==> config.mk <==
export PLATFORM = sky130hd
export DESIGN_NAME = digit_string_to_integer
export DESIGN_NICKNAME = d
export VERILOG_FILES = /design/src/design/dsti_pkg.sv /design/src/design/digit_string_to_integer.sv /design/src/design/dsti_front.sv /design/src/design/dsti_fifo.sv /design/src/design/dsti_back.sv
export SDC_FILE = /design/constraint.sdc
export NUM_CORES = 1
export LEC_CHECK = 0
export BUFFER_PORTS_ARGS = -buffer_cell sky130_fd_sc_hd__buf_4
export CAP_MARGIN = 30
export CORE_ASPECT_RATIO = 0.75
export CORE_MARGIN = 2
export CORE_UTILIZATION = 38
export CTS_CLUSTER_DIAMETER = 50
export CTS_CLUSTER_SIZE = 30
export DETAILED_ROUTE_END_ITERATION = 12
export PLACE_DENSITY_LB_ADDON = 0.05
export SLEW_MARGIN = 20
export SYNTH_ARGS = -nofsm -noshare
export SYNTH_HDL_FRONTEND = slang
export SYNTH_HIERARCHICAL = 1
export SYNTH_SLANG_ARGS = --single-unit
==> constraint.sdc <==
create_clock -name aclk -period 11.6 [get_ports aclk]
set_clock_uncertainty 0.1 [all_clocks]
set_input_delay 2.32 -clock aclk [delete_from_list [all_inputs] [get_ports aclk]]
set_output_delay 2.32 -clock aclk [all_outputs]
set_load 0.01 [all_outputs]
==> src/design/dsti_pkg.sv <==
`default_nettype none

package dsti_pkg;

    // Character codes recognized by the parser
    localparam logic [7:0] CHAR_ZERO  = 8'h30;  // '0'
    localparam logic [7:0] CHAR_NINE  = 8'h39;  // '9'
    localparam logic [7:0] CHAR_UPA   = 8'h41;  // 'A'
    localparam logic [7:0] CHAR_UPZ   = 8'h5A;  // 'Z'
    localparam logic [7:0] CHAR_PLUS  = 8'h2B;  // '+'
    localparam logic [7:0] CHAR_MINUS = 8'h2D;  // '-'
    localparam logic [7:0] CHAR_TILDE = 8'h7E;  // '~'
    localparam logic [5:0] LETTER_BASE = 6'd10;

    // Configuration register map
    localparam int unsigned ADDR_W   = 3;
    localparam int unsigned RADIX_W  = 6;
    localparam int unsigned DIGIT_W  = 6;
    localparam int unsigned APB_DW   = 32;
    localparam logic [RADIX_W-1:0] RADIX_RESET = 6'd10;
    localparam logic REG_RADIX_IDX = 1'b0;  // word index of the radix register

    // Queue between front and back
    localparam int unsigned FIFO_DEPTH = 2;
    localparam int unsigned PTR_W      = 1;
    localparam int unsigned CNT_W      = 2;

    // Character class decided by the front
    typedef enum logic [2:0] {
        KIND_PLUS,
        KIND_MINUS,
        KIND_TILDE,
        KIND_DIGIT,
        KIND_BAD
    } char_kind_t;

    // One classified character
    typedef struct packed {
        char_kind_t           kind;
        logic [DIGIT_W-1:0]   digit;
        logic                 last;
    } dsti_item_t;

endpackage

`default_nettype wire

==> src/design/digit_string_to_integer.sv <==
// Parses signed integers from a character stream, one ASCII character per
// transfer, in the base held in the radix register (byte address 0, reset 10).
// A leading '+', '-' or '~' gives a plain, negated or inverted result; digits
// are '0'-'9' and 'A'-'Z'. The character with is_last set produces one result
// transfer carrying value and ok; value is zero when ok is low. A character is
// taken every cycle while the queue is not full; the back stage does one
// multiply-add by the radix per cycle while its output is free, and a two-entry
// queue lets input and output stall independently. Each result is registered.
// Write the radix only while no string is in flight.
`default_nettype none

module digit_string_to_integer
    import dsti_pkg::*;
#(
    parameter int unsigned VALUE_BITS = 32
) (
    input  wire logic              aclk,
    input  wire logic              aresetn,
    // configuration port
    input  wire logic              psel,
    input  wire logic              penable,
    input  wire logic              pwrite,
    input  wire logic [ADDR_W-1:0] paddr,
    input  wire logic [APB_DW-1:0] pwdata,
    output logic      [APB_DW-1:0] prdata,
    output logic                   pready,
    // character input
    input  wire logic              s_valid,
    output logic                   s_ready,
    input  wire logic [7:0]        s_char_code,
    input  wire logic              s_is_last,
    // result output
    output logic                   m_valid,
    input  wire logic              m_ready,
    output logic signed [31:0]     m_value,
    output logic                   m_ok
);

    logic [RADIX_W-1:0] radix_reg, radix_next;
    logic               reg_sel;
    logic               fifo_full;
    logic               push;
    logic               pop;
    logic               head_valid;
    dsti_item_t         push_item;
    dsti_item_t         head_item;

    // Register access
    assign pready  = 1'b1;
    assign reg_sel = (paddr[ADDR_W-1] == REG_RADIX_IDX);
    assign prdata  = reg_sel ? APB_DW'(radix_reg) : '0;

    always_comb begin
        radix_next = radix_reg;
        if (psel && penable && pwrite && reg_sel) begin
            radix_next = pwdata[RADIX_W-1:0];
        end
    end

    always_ff @(posedge aclk) begin
        if (!aresetn) begin
            radix_reg <= RADIX_RESET;
        end else begin
            radix_reg <= radix_next;
        end
    end

    dsti_front u_front (
        .aclk      (aclk),
        .aresetn   (aresetn),
        .s_valid   (s_valid),
        .s_ready   (s_ready),
        .char_code (s_char_code),
        .is_last   (s_is_last),
        .fifo_full (fifo_full),
        .push      (push),
        .item      (push_item)
    );

    dsti_fifo u_fifo (
        .aclk       (aclk),
        .aresetn    (aresetn),
        .push       (push),
        .push_item  (push_item),
        .full       (fifo_full),
        .pop        (pop),
        .head_valid (head_valid),
        .head_item  (head_item)
    );

    dsti_back #(
        .VALUE_BITS (VALUE_BITS)
    ) u_back (
        .aclk     (aclk),
        .aresetn  (aresetn),
        .radix    (radix_reg),
        .in_valid (head_valid),
        .in_item  (head_item),
        .pop      (pop),
        .m_valid  (m_valid),
        .m_ready  (m_ready),
        .m_value  (m_value),
        .m_ok     (m_ok)
    );

endmodule

`default_nettype wire

==> src/design/dsti_front.sv <==
`default_nettype none

module dsti_front
    import dsti_pkg::*;
(
    input  wire logic       aclk,
    input  wire logic       aresetn,
    input  wire logic       s_valid,
    output logic            s_ready,
    input  wire logic [7:0] char_code,
    input  wire logic       is_last,
    input  wire logic       fifo_full,
    output logic            push,
    output dsti_item_t      item
);

    logic first_reg;
    logic first_next;

    assign s_ready = ~fifo_full;
    assign push    = s_valid & s_ready;

    // Track the first character of each string
    always_comb begin
        first_next = first_reg;
        if (push) begin
            first_next = is_last;
        end
    end

    always_ff @(posedge aclk) begin
        if (!aresetn) begin
            first_reg <= 1'b1;
        end else begin
            first_reg <= first_next;
        end
    end

    // Classify the character; signs count only as the first character
    always_comb begin
        item.last  = is_last;
        item.digit = '0;
        item.kind  = KIND_BAD;
        if (first_reg && char_code == CHAR_PLUS) begin
            item.kind = KIND_PLUS;
        end else if (first_reg && char_code == CHAR_MINUS) begin
            item.kind = KIND_MINUS;
        end else if (first_reg && char_code == CHAR_TILDE) begin
            item.kind = KIND_TILDE;
        end else if (char_code >= CHAR_ZERO && char_code <= CHAR_NINE) begin
            item.kind  = KIND_DIGIT;
            item.digit = DIGIT_W'(char_code - CHAR_ZERO);
        end else if (char_code >= CHAR_UPA && char_code <= CHAR_UPZ) begin
            item.kind  = KIND_DIGIT;
            item.digit = DIGIT_W'(char_code - CHAR_UPA) + LETTER_BASE;
        end
    end

endmodule

`default_nettype wire

==> src/design/dsti_fifo.sv <==
`default_nettype none

module dsti_fifo
    import dsti_pkg::*;
(
    input  wire logic        aclk,
    input  wire logic        aresetn,
    input  wire logic        push,
    input  dsti_item_t       push_item,
    output logic             full,
    input  wire logic        pop,
    output logic             head_valid,
    output dsti_item_t       head_item
);

    dsti_item_t       mem_reg [FIFO_DEPTH];
    logic [PTR_W-1:0] wr_ptr_reg, wr_ptr_next;
    logic [PTR_W-1:0] rd_ptr_reg, rd_ptr_next;
    logic [CNT_W-1:0] count_reg, count_next;
    logic             do_push, do_pop;

    assign full       = (count_reg == CNT_W'(FIFO_DEPTH));
    assign head_valid = (count_reg != '0);
    assign head_item  = mem_reg[rd_ptr_reg];
    assign do_push    = push & ~full;
    assign do_pop     = pop & head_valid;

    // Pointer and fill bookkeeping
    always_comb begin
        wr_ptr_next = wr_ptr_reg;
        rd_ptr_next = rd_ptr_reg;
        count_next  = count_reg;
        if (do_push) begin
            wr_ptr_next = wr_ptr_reg + 1'b1;
        end
        if (do_pop) begin
            rd_ptr_next = rd_ptr_reg + 1'b1;
        end
        if (do_push && !do_pop) begin
            count_next = count_reg + 1'b1;
        end else if (!do_push && do_pop) begin
            count_next = count_reg - 1'b1;
        end
    end

    always_ff @(posedge aclk) begin
        if (!aresetn) begin
            wr_ptr_reg <= '0;
            rd_ptr_reg <= '0;
            count_reg  <= '0;
        end else begin
            wr_ptr_reg <= wr_ptr_next;
            rd_ptr_reg <= rd_ptr_next;
            count_reg  <= count_next;
        end
    end

    // Entry storage
    always_ff @(posedge aclk) begin
        if (do_push) begin
            mem_reg[wr_ptr_reg] <= push_item;
        end
    end

endmodule

`default_nettype wire

==> src/design/dsti_back.sv <==
`default_nettype none

module dsti_back
    import dsti_pkg::*;
#(
    parameter int unsigned VALUE_BITS = 32
) (
    input  wire logic               aclk,
    input  wire logic               aresetn,
    input  wire logic [RADIX_W-1:0] radix,
    input  wire logic               in_valid,
    input  dsti_item_t              in_item,
    output logic                    pop,
    output logic                    m_valid,
    input  wire logic               m_ready,
    output logic signed [31:0]      m_value,
    output logic                    m_ok
);

    localparam int unsigned PW = VALUE_BITS + RADIX_W;

    logic                  neg_reg, neg_next;
    logic                  inv_reg, inv_next;
    logic                  seen_reg, seen_next;
    logic                  failed_reg, failed_next;
    logic [VALUE_BITS-1:0] acc_reg, acc_next;
    logic                  m_valid_reg, m_valid_next;
    logic [31:0]           m_value_reg, m_value_next;
    logic                  m_ok_reg, m_ok_next;

    logic [PW-1:0]         prod;
    logic [PW-1:0]         limit;
    logic                  good;
    logic [VALUE_BITS-1:0] res_v;
    logic [31:0]           res_32;
    logic                  out_free;

    assign out_free = ~m_valid_reg | m_ready;
    assign pop      = in_valid & out_free;

    // Multiply-add and range limit, one more for negated strings
    assign prod  = PW'(acc_reg) * PW'(radix) + PW'(in_item.digit);
    assign limit = (PW'(1) << (VALUE_BITS - 1)) - (neg_reg ? PW'(0) : PW'(1));

    // String state update for the character at the queue head
    always_comb begin
        neg_next    = neg_reg;
        inv_next    = inv_reg;
        seen_next   = seen_reg;
        failed_next = failed_reg;
        acc_next    = acc_reg;
        if (!failed_reg) begin
            case (in_item.kind)
                KIND_PLUS: begin
                end
                KIND_MINUS: begin
                    neg_next = 1'b1;
                end
                KIND_TILDE: begin
                    inv_next = 1'b1;
                end
                KIND_DIGIT: begin
                    if (in_item.digit >= radix || prod > limit) begin
                        failed_next = 1'b1;
                    end else begin
                        acc_next  = prod[VALUE_BITS-1:0];
                        seen_next = 1'b1;
                    end
                end
                default: begin
                    failed_next = 1'b1;
                end
            endcase
        end
    end

    // Final value after sign or inversion
    always_comb begin
        good  = ~failed_next & seen_next;
        res_v = '0;
        if (good) begin
            res_v = acc_next;
            if (neg_next) begin
                res_v = '0 - res_v;
            end
            if (inv_next) begin
                res_v = ~res_v;
            end
        end
    end

    generate
        if (VALUE_BITS >= 32) begin : g_trunc
            assign res_32 = res_v[31:0];
        end else begin : g_ext
            assign res_32 = {{(32 - VALUE_BITS){1'b0}}, res_v};
        end
    endgenerate

    // Output register
    always_comb begin
        m_valid_next = m_valid_reg & ~m_ready;
        m_value_next = m_value_reg;
        m_ok_next    = m_ok_reg;
        if (pop && in_item.last) begin
            m_valid_next = 1'b1;
            m_value_next = res_32;
            m_ok_next    = good;
        end
    end

    always_ff @(posedge aclk) begin
        if (!aresetn) begin
            neg_reg     <= 1'b0;
            inv_reg     <= 1'b0;
            seen_reg    <= 1'b0;
            failed_reg  <= 1'b0;
            acc_reg     <= '0;
            m_valid_reg <= 1'b0;
        end else begin
            m_valid_reg <= m_valid_next;
            if (pop) begin
                if (in_item.last) begin
                    neg_reg    <= 1'b0;
                    inv_reg    <= 1'b0;
                    seen_reg   <= 1'b0;
                    failed_reg <= 1'b0;
                    acc_reg    <= '0;
                end else begin
                    neg_reg    <= neg_next;
                    inv_reg    <= inv_next;
                    seen_reg   <= seen_next;
                    failed_reg <= failed_next;
                    acc_reg    <= acc_next;
                end
            end
        end
    end

    always_ff @(posedge aclk) begin
        m_value_reg <= m_value_next;
        m_ok_reg    <= m_ok_next;
    end

    assign m_valid = m_valid_reg;
    assign m_value = m_value_reg;
    assign m_ok    = m_ok_reg;

endmodule

`default_nettype wire

==> results of run 1 <==
## worst max-delay path: cells and delay by family (launching register included)
kind	cells	cell delay (ps)
XOR/XNOR	2	360
multiplexers	1	250
AO/OA/AOI/OAI	8	2110
AND/OR/NAND/NOR	13	3490
buffers and inverters	4	790
flip-flops	1	820
adder cells (fa/ha/maj)	7	2660
## kinds of logic after synthesis
logic type               share of synthesized area (%)
AO/OA/AOI/OAI                                     12.3
buffers and inverters                             7.13
other                                           0.0536
AND/OR/NAND/NOR                                   22.9
adder cells (fa/ha/maj)                           29.5
XOR/XNOR                                          5.88
flip-flops                                        18.4
multiplexers                                      3.83
## stage by stage
step	instances	hold WS, ps	cell area [sq um]	util, %	worst slack (ps)
6_report	2096	376	15300	42.4	715
5_1_grt	2096	420	15300	42.4	91.6
4_1_cts	2095	377	15300	42.4	649
3_5_place_dp	2079	355	15000	41.5	705
3_3_place_gp	2078	341	15000	41.4	681
2_1_floorplan	1591	331	14100	-	1830
## synthesized netlist by cell type, drive strengths merged, types with 7 or more instances
cell    count  area share, %
nand4      20           0.94
and2      151            6.7
or4        12           0.67
fa        124             18
inv       105            2.8
edfxtp     53             11
and2b       7           0.43
a31oi      13           0.69
mux2       12           0.97
nor3       38            1.4
xnor2      64            4.0
o21a       11           0.64
nor2      100            2.7
nand2     120            3.2
nor4       21            1.0
clkbuf     63            1.7
dfxtp      49            7.0
ha        132             12
nand2b     11           0.49
o311ai      7           0.44
o211ai     12           0.64
a21oi      71            2.7
buf        52            2.6
nor3b      13           0.80
or3        13           0.58
mux2i      40            2.9
o21ai      43            1.6
nand3      27            1.0
xor2       30            1.9
a22oi      31            1.7
a211oi     15           0.95
nor2b      40            1.8
## final timing paths
kind                             end            start  slack [ps]
setup / recovery  u_back/m_value[20]     radix_reg[1]         710
hold / removal       u_back/seen_reg  u_back/seen_reg         380
setup reg to reg  u_back/m_value[20]     radix_reg[1]         710
hold reg to reg      u_back/seen_reg  u_back/seen_reg         380
## timing repair
| action | 4_1_cts | 5_1_grt |
|---|---|---|
| setup endpoints to repair | 0 | 1 |
| resized for setup | 0 | 1 |
| hold endpoints to repair | 0 | 0 |
| hold buffers | 0 | 0 |
| buffers inserted | 0 | 0 |
## where the power goes
part | total [mW] | switching, mW | leakage [nW] | internal (mW)
Clock | 0.330 | 0.175 | 0.151 | 0.155
Combinational | 0.573 | 0.353 | 6.06 | 0.220
Sequential | 0.475 | 0.0261 | 0.901 | 0.449
Total | 1.38 | 0.554 | 7.11 | 0.825
## final cells by class
cell class                 instances  area [sq um]
inverter                         106           398
tap                              496           621
multi-input combinational       1268         10600
clock inverter                     7          86.3
sequential                       102          2570
fill                            3616         20800
timing repair buffer             108           831
clock buffer                       9           225
## metal layers
metal | GRT usage, % | vias to the layer above | wire length (um)
met3 | 3.31 | 27 | 2100
met4 | 4.06 | 0 | 552
met5 | 0 | - | 0
met2 | 34.0 | 252 | 17600
met1 | 33.1 | 5479 | 20800
li1 | - | 5380 | -
==> flow_summary.toml, run 1 <==
[routing]
via_count = 11138
routed_wl_mm = 41.1
vias_per_cell = 5.31
drtPass1Iterations = 6
ant_nets = 0
drt-wirelength-per-cell_um = 19.6
drc = 0
dr.first_iter.drc_count = 741

[cells_and_area]
area_growth_pct = 9.34
final_common_cell = "and2_1"
layout_common_cells = "and2_1, ha_1, fa_1"
drive_gt1_share_pct = 11.4
nNetsFinal = 1902
n_antenna_cell = 0

[clock_network]
cts_tree = "yes"
cts_buffer_depth = 2
numCtsBuffers = 9
root_buffer = "clkbuf_16"
htree_levels = 3
clk_latency_ps = 380
clkSinkCount = 102
clk_pin_slew_worst_paths_ps = 90

[worst_setup_path]
slowest_delay_ps = 820
slowest_stage = "dfxtp_1"
cp.arrival_ps = 10890
path_common_cell = "ha_1"
critPathRequiredTime_ps = 11610
cp_max_fo = 20
crit_path_end_kind = "register"
crit_type = "reg2reg"
crit_path_start_kind = "register"
rr_worst_depth = 35

[floorplan]
fp.coreArea_sq_um = 36100
initial_core_util_pct = 38.8
die_width_um = 226
die_y_um = 170
design.die.area_sq_um = 38400
pin_count = 119
fp-row-count = 60

[global_route]
grtUsageTotal_pct = 22.2
antenna_found_initial = 0
grt_pass1_vias = 11171
grt_pass1_wl_mm = 65.4
grt-ovfl-total = 0
grt_max_degree = 50

[sta]
drv_slew = 0
fmax_mhz = 91.9
tns_ps = 0
slew_headroom_pct = 31.8
period_minus_slack_ps = 10890
rsz0062_at_grt = "no"
worst_slew_pin_slew_ps = 1020
finalHoldViolCount = 0
setup_viol = 0
finalCritPeriodShare_pct = 93.8

[placed_design]
gp_routability_congestion = 0.866
io_buffers = 63
dp_hpwl_mm = 32.0

[logic_synthesis]
yosys_warnings = 6
postSynthAreaPerCell_sq_um = 8.94
syn_inst = 1566
ys_async_sr_fraction_pct = 0
synth-main-ff-cell = "edfxtp_1"
synth_edf_count = 53
seq_area_frac_synth_pct = 18.4
synth_cell_types = 89
synth_area_sq_um = 14000
ys_seq_elements = 102

[min_path]
hp-class = "reg2reg"
min_delay_path_depth = 2

[job]
drv_cap = 0

[power]
power_mw = 1.38
total_leakage_power_nw = 7.11
peakVddDrop_mv = 0.0613
p_per_area_nw_per_um2 = 90.1

[outcome]
run_status = "finished clean"
(Power assumes the default switching activity.)
==> run 2: changes to the inputs <==
--- a/config.mk
+++ b/config.mk
@@ -13,6 +13,7 @@
 export CTS_CLUSTER_DIAMETER = 50
 export CTS_CLUSTER_SIZE = 30
 export DETAILED_ROUTE_END_ITERATION = 12
+export GPL_TIMING_DRIVEN = 0
 export PLACE_DENSITY_LB_ADDON = 0.05
 export SLEW_MARGIN = 20
 export SYNTH_ARGS = -nofsm -noshare
==> run 2 against run 1 <==
  * First-iteration DRC count grew 40%
  * Sequential share of layout area shrank 0.47 points
  * Largest cell class unchanged
  * Global-route usage is 2.1 points higher
  * Cell count grew 3.9%
  * Non-clock buffer count is 82 higher
  * Sequential cell count did not move
  * Setup slack worse by 280 ps
  * Count of clock-buffer cells in the layout rose by 4
  * Final area up 3.1%
==> flow_summary.toml, run 2 (same netlist as run 1, synthesis figures left out) <==
[outcome]
run_status = "finished clean"

[cells_and_area]
post-route-util_pct = 43.7
layout_common_cells = "and2_1, ha_1, fa_1"
n_antenna_cell = 0
area_growth_pct = 12.7
nNetsFinal = 1984
final_common_cell = "and2_1"
drive_gt1_share_pct = 14.2

[worst_setup_path]
rr_startpoint = "radix_reg[3]"
crit_path_start_kind = "register"
slowest_stage = "fa_1"
crit_path_end_kind = "register"
r2r-end = "u_back/m_value[20]"
cp_top_family = "simple AND/OR/NAND/NOR gates"
cp_max_fo = 10
slowest_delay_ps = 550
critPathRequiredTime_ps = 11620
rrSetupSlack_ps = 440
rr_worst_depth = 39
path_buf_inv = 7
crit_type = "reg2reg"
cp.arrival_ps = 11190

[clock_network]
clk_latency_ps = 380
numCtsBuffers = 9
clk_pin_slew_worst_paths_ps = 70
root_buffer = "clkbuf_16"
cts_buffer_depth = 2
clkSinkCount = 102
htree_levels = 3
cts_tree = "yes"

[routing]
ant_nets = 0
routed_wl_mm = 45.4
dr_wl_met3_mm = 2.95
vias_per_cell = 5.40
drtPass1Iterations = 7
drc = 0
wl_met1_mm = 23.3
dr.first_iter.drc_count = 1041
route.met2.wl_mm = 18.3
routed.top_layer = "met5"
drt-wirelength-per-cell_um = 20.8
via_count = 11772

[placed_design]
gp_routability_congestion = 0.931
io_buffers = 63
dp_hpwl_mm = 36.4

[power]
total_leakage_power_nw = 7.39
peakVddDrop_mv = 0.0546
intPower_uw = 833
netSwitchingFraction_pct = 39.3
p_clk_share_pct = 23.1
p_sw_uw = 539
combPwrFrac_pct = 42.6
p_seq_share_pct = 34.3
power_mw = 1.37
p_per_area_nw_per_um2 = 86.9

[floorplan]
die_width_um = 226
fp.coreArea_sq_um = 36100
pin_count = 119
initial_core_util_pct = 38.8
die_y_um = 170
fp-row-count = 60
design.die.area_sq_um = 38400

[min_path]
hp-class = "reg2reg"
min_from = "u_back/seen_reg"
holdPathEnd = "u_back/seen_reg"
min_delay_path_depth = 2

[sta]
holdWs_ps = 380
setup_viol = 0
period_minus_slack_ps = 11160
drv_slew = 0
fmax_mhz = 89.6
worst_slew_pin_slew_ps = 1010
finalHoldViolCount = 0
slew_headroom_pct = 32.3
finalCritPeriodShare_pct = 96.2

[global_route]
antenna_found_initial = 1
grt_max_degree = 34
grtUsageTotal_pct = 24.3
grt_pass1_wl_mm = 69.8
grt-ovfl-total = 0
grt_pass1_vias = 11424

[job]
drv_cap = 0
==> run 2: routing by layer <==
metal | vias to the layer above | track usage, %
met4 | 2 | 5.56
met2 | 339 | 34.3
met1 | 5851 | 37.8
met3 | 44 | 4.07
met5 | - | 0.903
li1 | 5536 | -
==> run 2: worst max path at each step <==
| stage | from | to | slack [ps] | depth (start not counted) |
|---|---|---|---|---|
| floorplan | radix_reg[5] | u_back/m_value[20] | 1830 | 40 |
| global placement | radix_reg[5] | u_back/m_value[20] | -1220 | 40 |
| detailed placement | radix_reg[5] | u_back/m_value[20] | -990 | 39 |
| CTS | radix_reg[5] | u_back/m_value[20] | 50 | 40 |
| global route | radix_reg[3] | u_back/m_value[20] | -20 | 39 |
| finish | radix_reg[3] | u_back/m_value[20] | 440 | 39 |
==> run 2: what timing repair did <==
item | in CTS | in global routing
buffers inserted | 1 | 9
hold buffers | 0 | 0
endpoints found under the setup margin | 10 | 10
pin swaps | 1 | 8
gates resized for setup | 24 | 50
==> run 2: worst register-to-register path: cells and delay by family, from the launching register on <==
family / cells / cell delay [ps]
buffers and inverters: 7 / 990
and+or+nand+nor: 12 / 3090
muxes: 1 / 270
AOI/OAI and AO/OA: 10 / 2480
adders and majority gates: 7 / 3010
xor gates and xnor gates: 2 / 430
DFF: 1 / 530
==> run 2: power groups by stage <==
stage / Clock [mW] / Sequential, mW / Combinational, mW
floorplan: 0 / 0.495 / 0.344
global placement: 0 / 0.479 / 0.565
detailed placement: 0 / 0.480 / 0.572
CTS: 0.327 / 0.472 / 0.575
global route: 0.338 / 0.478 / 0.633
finish: 0.317 / 0.471 / 0.585
==> run 2: area by class of cell <==
class | count | area, sq um
buffer | 115 | 634
clock buffer | 13 | 240
clock inverter | 3 | 45.0
fill | 3691 | 20300
inverter | 106 | 398
multi-input combinational | 1268 | 10700
sequential | 102 | 2580
tap | 496 | 621
timing repair buffer | 75 | 563
==> run 2: through the flow <==
step	area (sq um)	setup slack (ps)	TNS [ps]	cells
global route	15800	-23.5	-23.5	2178
CTS	15600	48.6	0	2167
detailed placement	15200	-994	-5800	2150
global placement	15200	-1220	-7930	2150
floorplan	14100	1830	0	1591
finish	15800	438	0	2178
==> run 3: changes to the inputs <==
--- a/config.mk
+++ b/config.mk
@@ -5,6 +5,7 @@
 export SDC_FILE = /design/constraint.sdc
 export NUM_CORES = 1
 export LEC_CHECK = 0
+export ABC_AREA = 1
 export BUFFER_PORTS_ARGS = -buffer_cell sky130_fd_sc_hd__buf_4
 export CAP_MARGIN = 30
 export CORE_ASPECT_RATIO = 0.75
@@ -20,3 +21,4 @@
 export SYNTH_HDL_FRONTEND = slang
 export SYNTH_HIERARCHICAL = 1
 export SYNTH_SLANG_ARGS = --single-unit
+export TNS_END_PERCENT = 30
==> run 3 against run 2 <==
  * Non-clock buffer count decreased by 13
  * Final area rose by 3.6%
  * Hold slack better by 4.8 ps
  * Maximum frequency grew 22%
  * Clock power up 21%
  * Die area is 5.2% higher
  * First-iteration DRC count fell by 4.7%
  * Largest power group unchanged
  * Sequential power rose by 1%
  * Combinational power up 47%
==> flow_summary.toml, run 3 <==
[sta]
period_minus_slack_ps = 9150
slew_headroom_pct = 30.2
finalCritPeriodShare_pct = 78.9
setup_viol = 0
tns_ps = 0
fmax_mhz = 109
worst_slack_ps = 2450
worst_slew_pin_slew_ps = 1040
rsz0062_at_grt = "no"
finalHoldViolCount = 0
drv_slew = 0

[placed_design]
gp_routability_congestion = 0.893
post-place-ws_ps = 2600
io_buffers = 61
placed_area_sq_um = 16000
dp_hpwl_mm = 37.3

[routing]
drtPass1Iterations = 6
ant_nets = 0
drc = 0
drt-wirelength-per-cell_um = 16.1
via_count = 13013
vias_per_cell = 4.74
routed_wl_mm = 44.2
dr.first_iter.drc_count = 992

[logic_synthesis]
syn_inst = 2125
yosys-top-cells-count = "nand2_1, inv_1, nor2_1"
synth_area_leaders = "fa_1, nand2_1, ha_1"
synth_cell_types = 50
yosysTopAreaCell = "fa_1"
yosys.area.top_type_share_pct = 16.8
yosysMostFrequentCell = "nand2_1"
ys_async_sr_fraction_pct = 0
synth-main-ff-cell = "edfxtp_1"
synth_edf_count = 53
synth_area_sq_um = 14700
ys_seq_elements = 102
postSynthAreaPerCell_sq_um = 6.94
seq_area_frac_synth_pct = 17.4
yosys_warnings = 6

[worst_setup_path]
path_common_cell = "nand2_1"
slowest_stage = "clkbuf_1"
slowest_delay_ps = 630
crit_path_start_kind = "register"
crit_path_end_kind = "register"
crit_type = "reg2reg"
cp.arrival_ps = 9190
cp_max_fo = 10
critPathRequiredTime_ps = 11640

[clock_network]
post_cts_resized = 0
cts_buffer_depth = 2
clkSinkCount = 102
clk_pin_slew_worst_paths_ps = 80
htree_levels = 3
numCtsBuffers = 9
cts_tree = "yes"
cts_hold_buf = 0
clk_latency_ps = 380
root_buffer = "clkbuf_16"
postCtsSetupRepairBufs = 0

[min_path]
hp-class = "reg2reg"

[floorplan]
initial_core_util_pct = 38.6
fp-row-count = 62
die_width_um = 231
fp.coreArea_sq_um = 38200
pin_count = 119
die_y_um = 175
design.die.area_sq_um = 40400

[global_route]
grt_pass1_wl_mm = 70.7
grt-ovfl-total = 0
grtUsageTotal_pct = 23.0
grt_max_degree = 33
antenna_found_initial = 0
grt_pass1_vias = 12571

[cells_and_area]
finish.instance_area_sq_um = 16300
nNetsFinal = 2533
n_antenna_cell = 0
layout_common_cells = "nand2_1, inv_1, nor2_1"
final_common_cell = "nand2_1"
drive_gt1_share_pct = 10.0
post-route-util_pct = 42.7
area_growth_pct = 10.9

[power]
total_leakage_power_nw = 10.0
p_per_area_nw_per_um2 = 105
peakVddDrop_mv = 0.0770

[job]
drv_cap = 0

[outcome]
run_status = "finished clean"
==> run 3: cell count changes after synthesis, moves of 31 or more <==
cell / before / now
mux2i_1: 40 / 0
nor2b_1: 40 / 0
inv_1: 105 / 433
xnor2_1: 64 / 10
a22oi_1: 31 / 0
a21oi_1: 66 / 98
nor2_1: 100 / 148
nand2_1: 120 / 623
nand3_1: 26 / 89
and2_1: 151 / 0
==> run 3: power by group <==
part           total, mW  internal (mW)  switching, mW
Combinational      0.862          0.281          0.582
Clock              0.383          0.215          0.168
Sequential         0.477          0.453         0.0231
==> run 3: cell type report <==
| class | count | area (sq um) |
|---|---|---|
| buffer | 112 | 627 |
| sequential | 102 | 2570 |
| inverter | 447 | 1680 |
| timing repair buffer | 65 | 508 |
| fill | 4042 | 21900 |
| multi-input combinational | 1489 | 9970 |
| tap | 512 | 641 |
| clock inverter | 7 | 128 |
| clock buffer | 9 | 225 |
==> run 3: final timing paths <==
path | from | endpoint | slack [ps] | cells after the start
setup / recovery | radix_reg[5] | u_back/m_value[31] | 2450 | 46
hold / removal | radix_reg[3] | radix_reg[3] | 380 | 2
setup reg to reg | radix_reg[5] | u_back/m_value[31] | 2450 | 46
hold reg to reg | radix_reg[3] | radix_reg[3] | 380 | 2
==> run 3: logic make-up (layout without fill, tap and decap cells) <==
| group | Yosys count | in the layout | share of synthesized area, % |
|---|---|---|---|
| AND/OR/NAND/NOR | 957 | 957 | 27.6 |
| buffers and inverters | 559 | 640 | 15.6 |
| adder cells (fa/ha/maj) | 256 | 256 | 28.0 |
| AO/OA/AOI/OAI | 174 | 174 | 6.59 |
| flip-flops | 102 | 102 | 17.4 |
| XOR/XNOR | 65 | 65 | 3.86 |
| multiplexers | 10 | 10 | 0.764 |
| other | 2 | 27 | 0.0509 |
==> run 3: stage by stage <==
stage,hold slack (ps),std cells,power [mW]
CTS,391,2741,1.73
global placement,371,2723,1.32
global route,418,2743,1.85
detailed placement,375,2725,1.34
finish,384,2743,1.72
floorplan,348,2150,1.04
==> run 3: layer usage <==
| metal | vias to the layer above | global-route usage (%) | part of all wire [%] | wire (um) |
|---|---|---|---|---|
| li1 | 6575 | - | - | - |
| met1 | 6131 | 34.9 | 52 | 22900 |
| met2 | 288 | 33.7 | 41 | 18200 |
| met3 | 19 | 4.94 | 6.1 | 2690 |
| met4 | 0 | 3.44 | 0.97 | 427 |
| met5 | - | 0 | 0 | 0 |
==> run 3: critical path: cells and delay by family (launching register included) <==
| family | cells | cell delay (ps) |
|---|---|---|
| xor+xnor | 1 | 370 |
| compound gates | 3 | 430 |
| buf+inv | 9 | 1680 |
| fa+ha+maj | 6 | 2670 |
| simple gates | 27 | 3270 |
| flops | 1 | 360 |
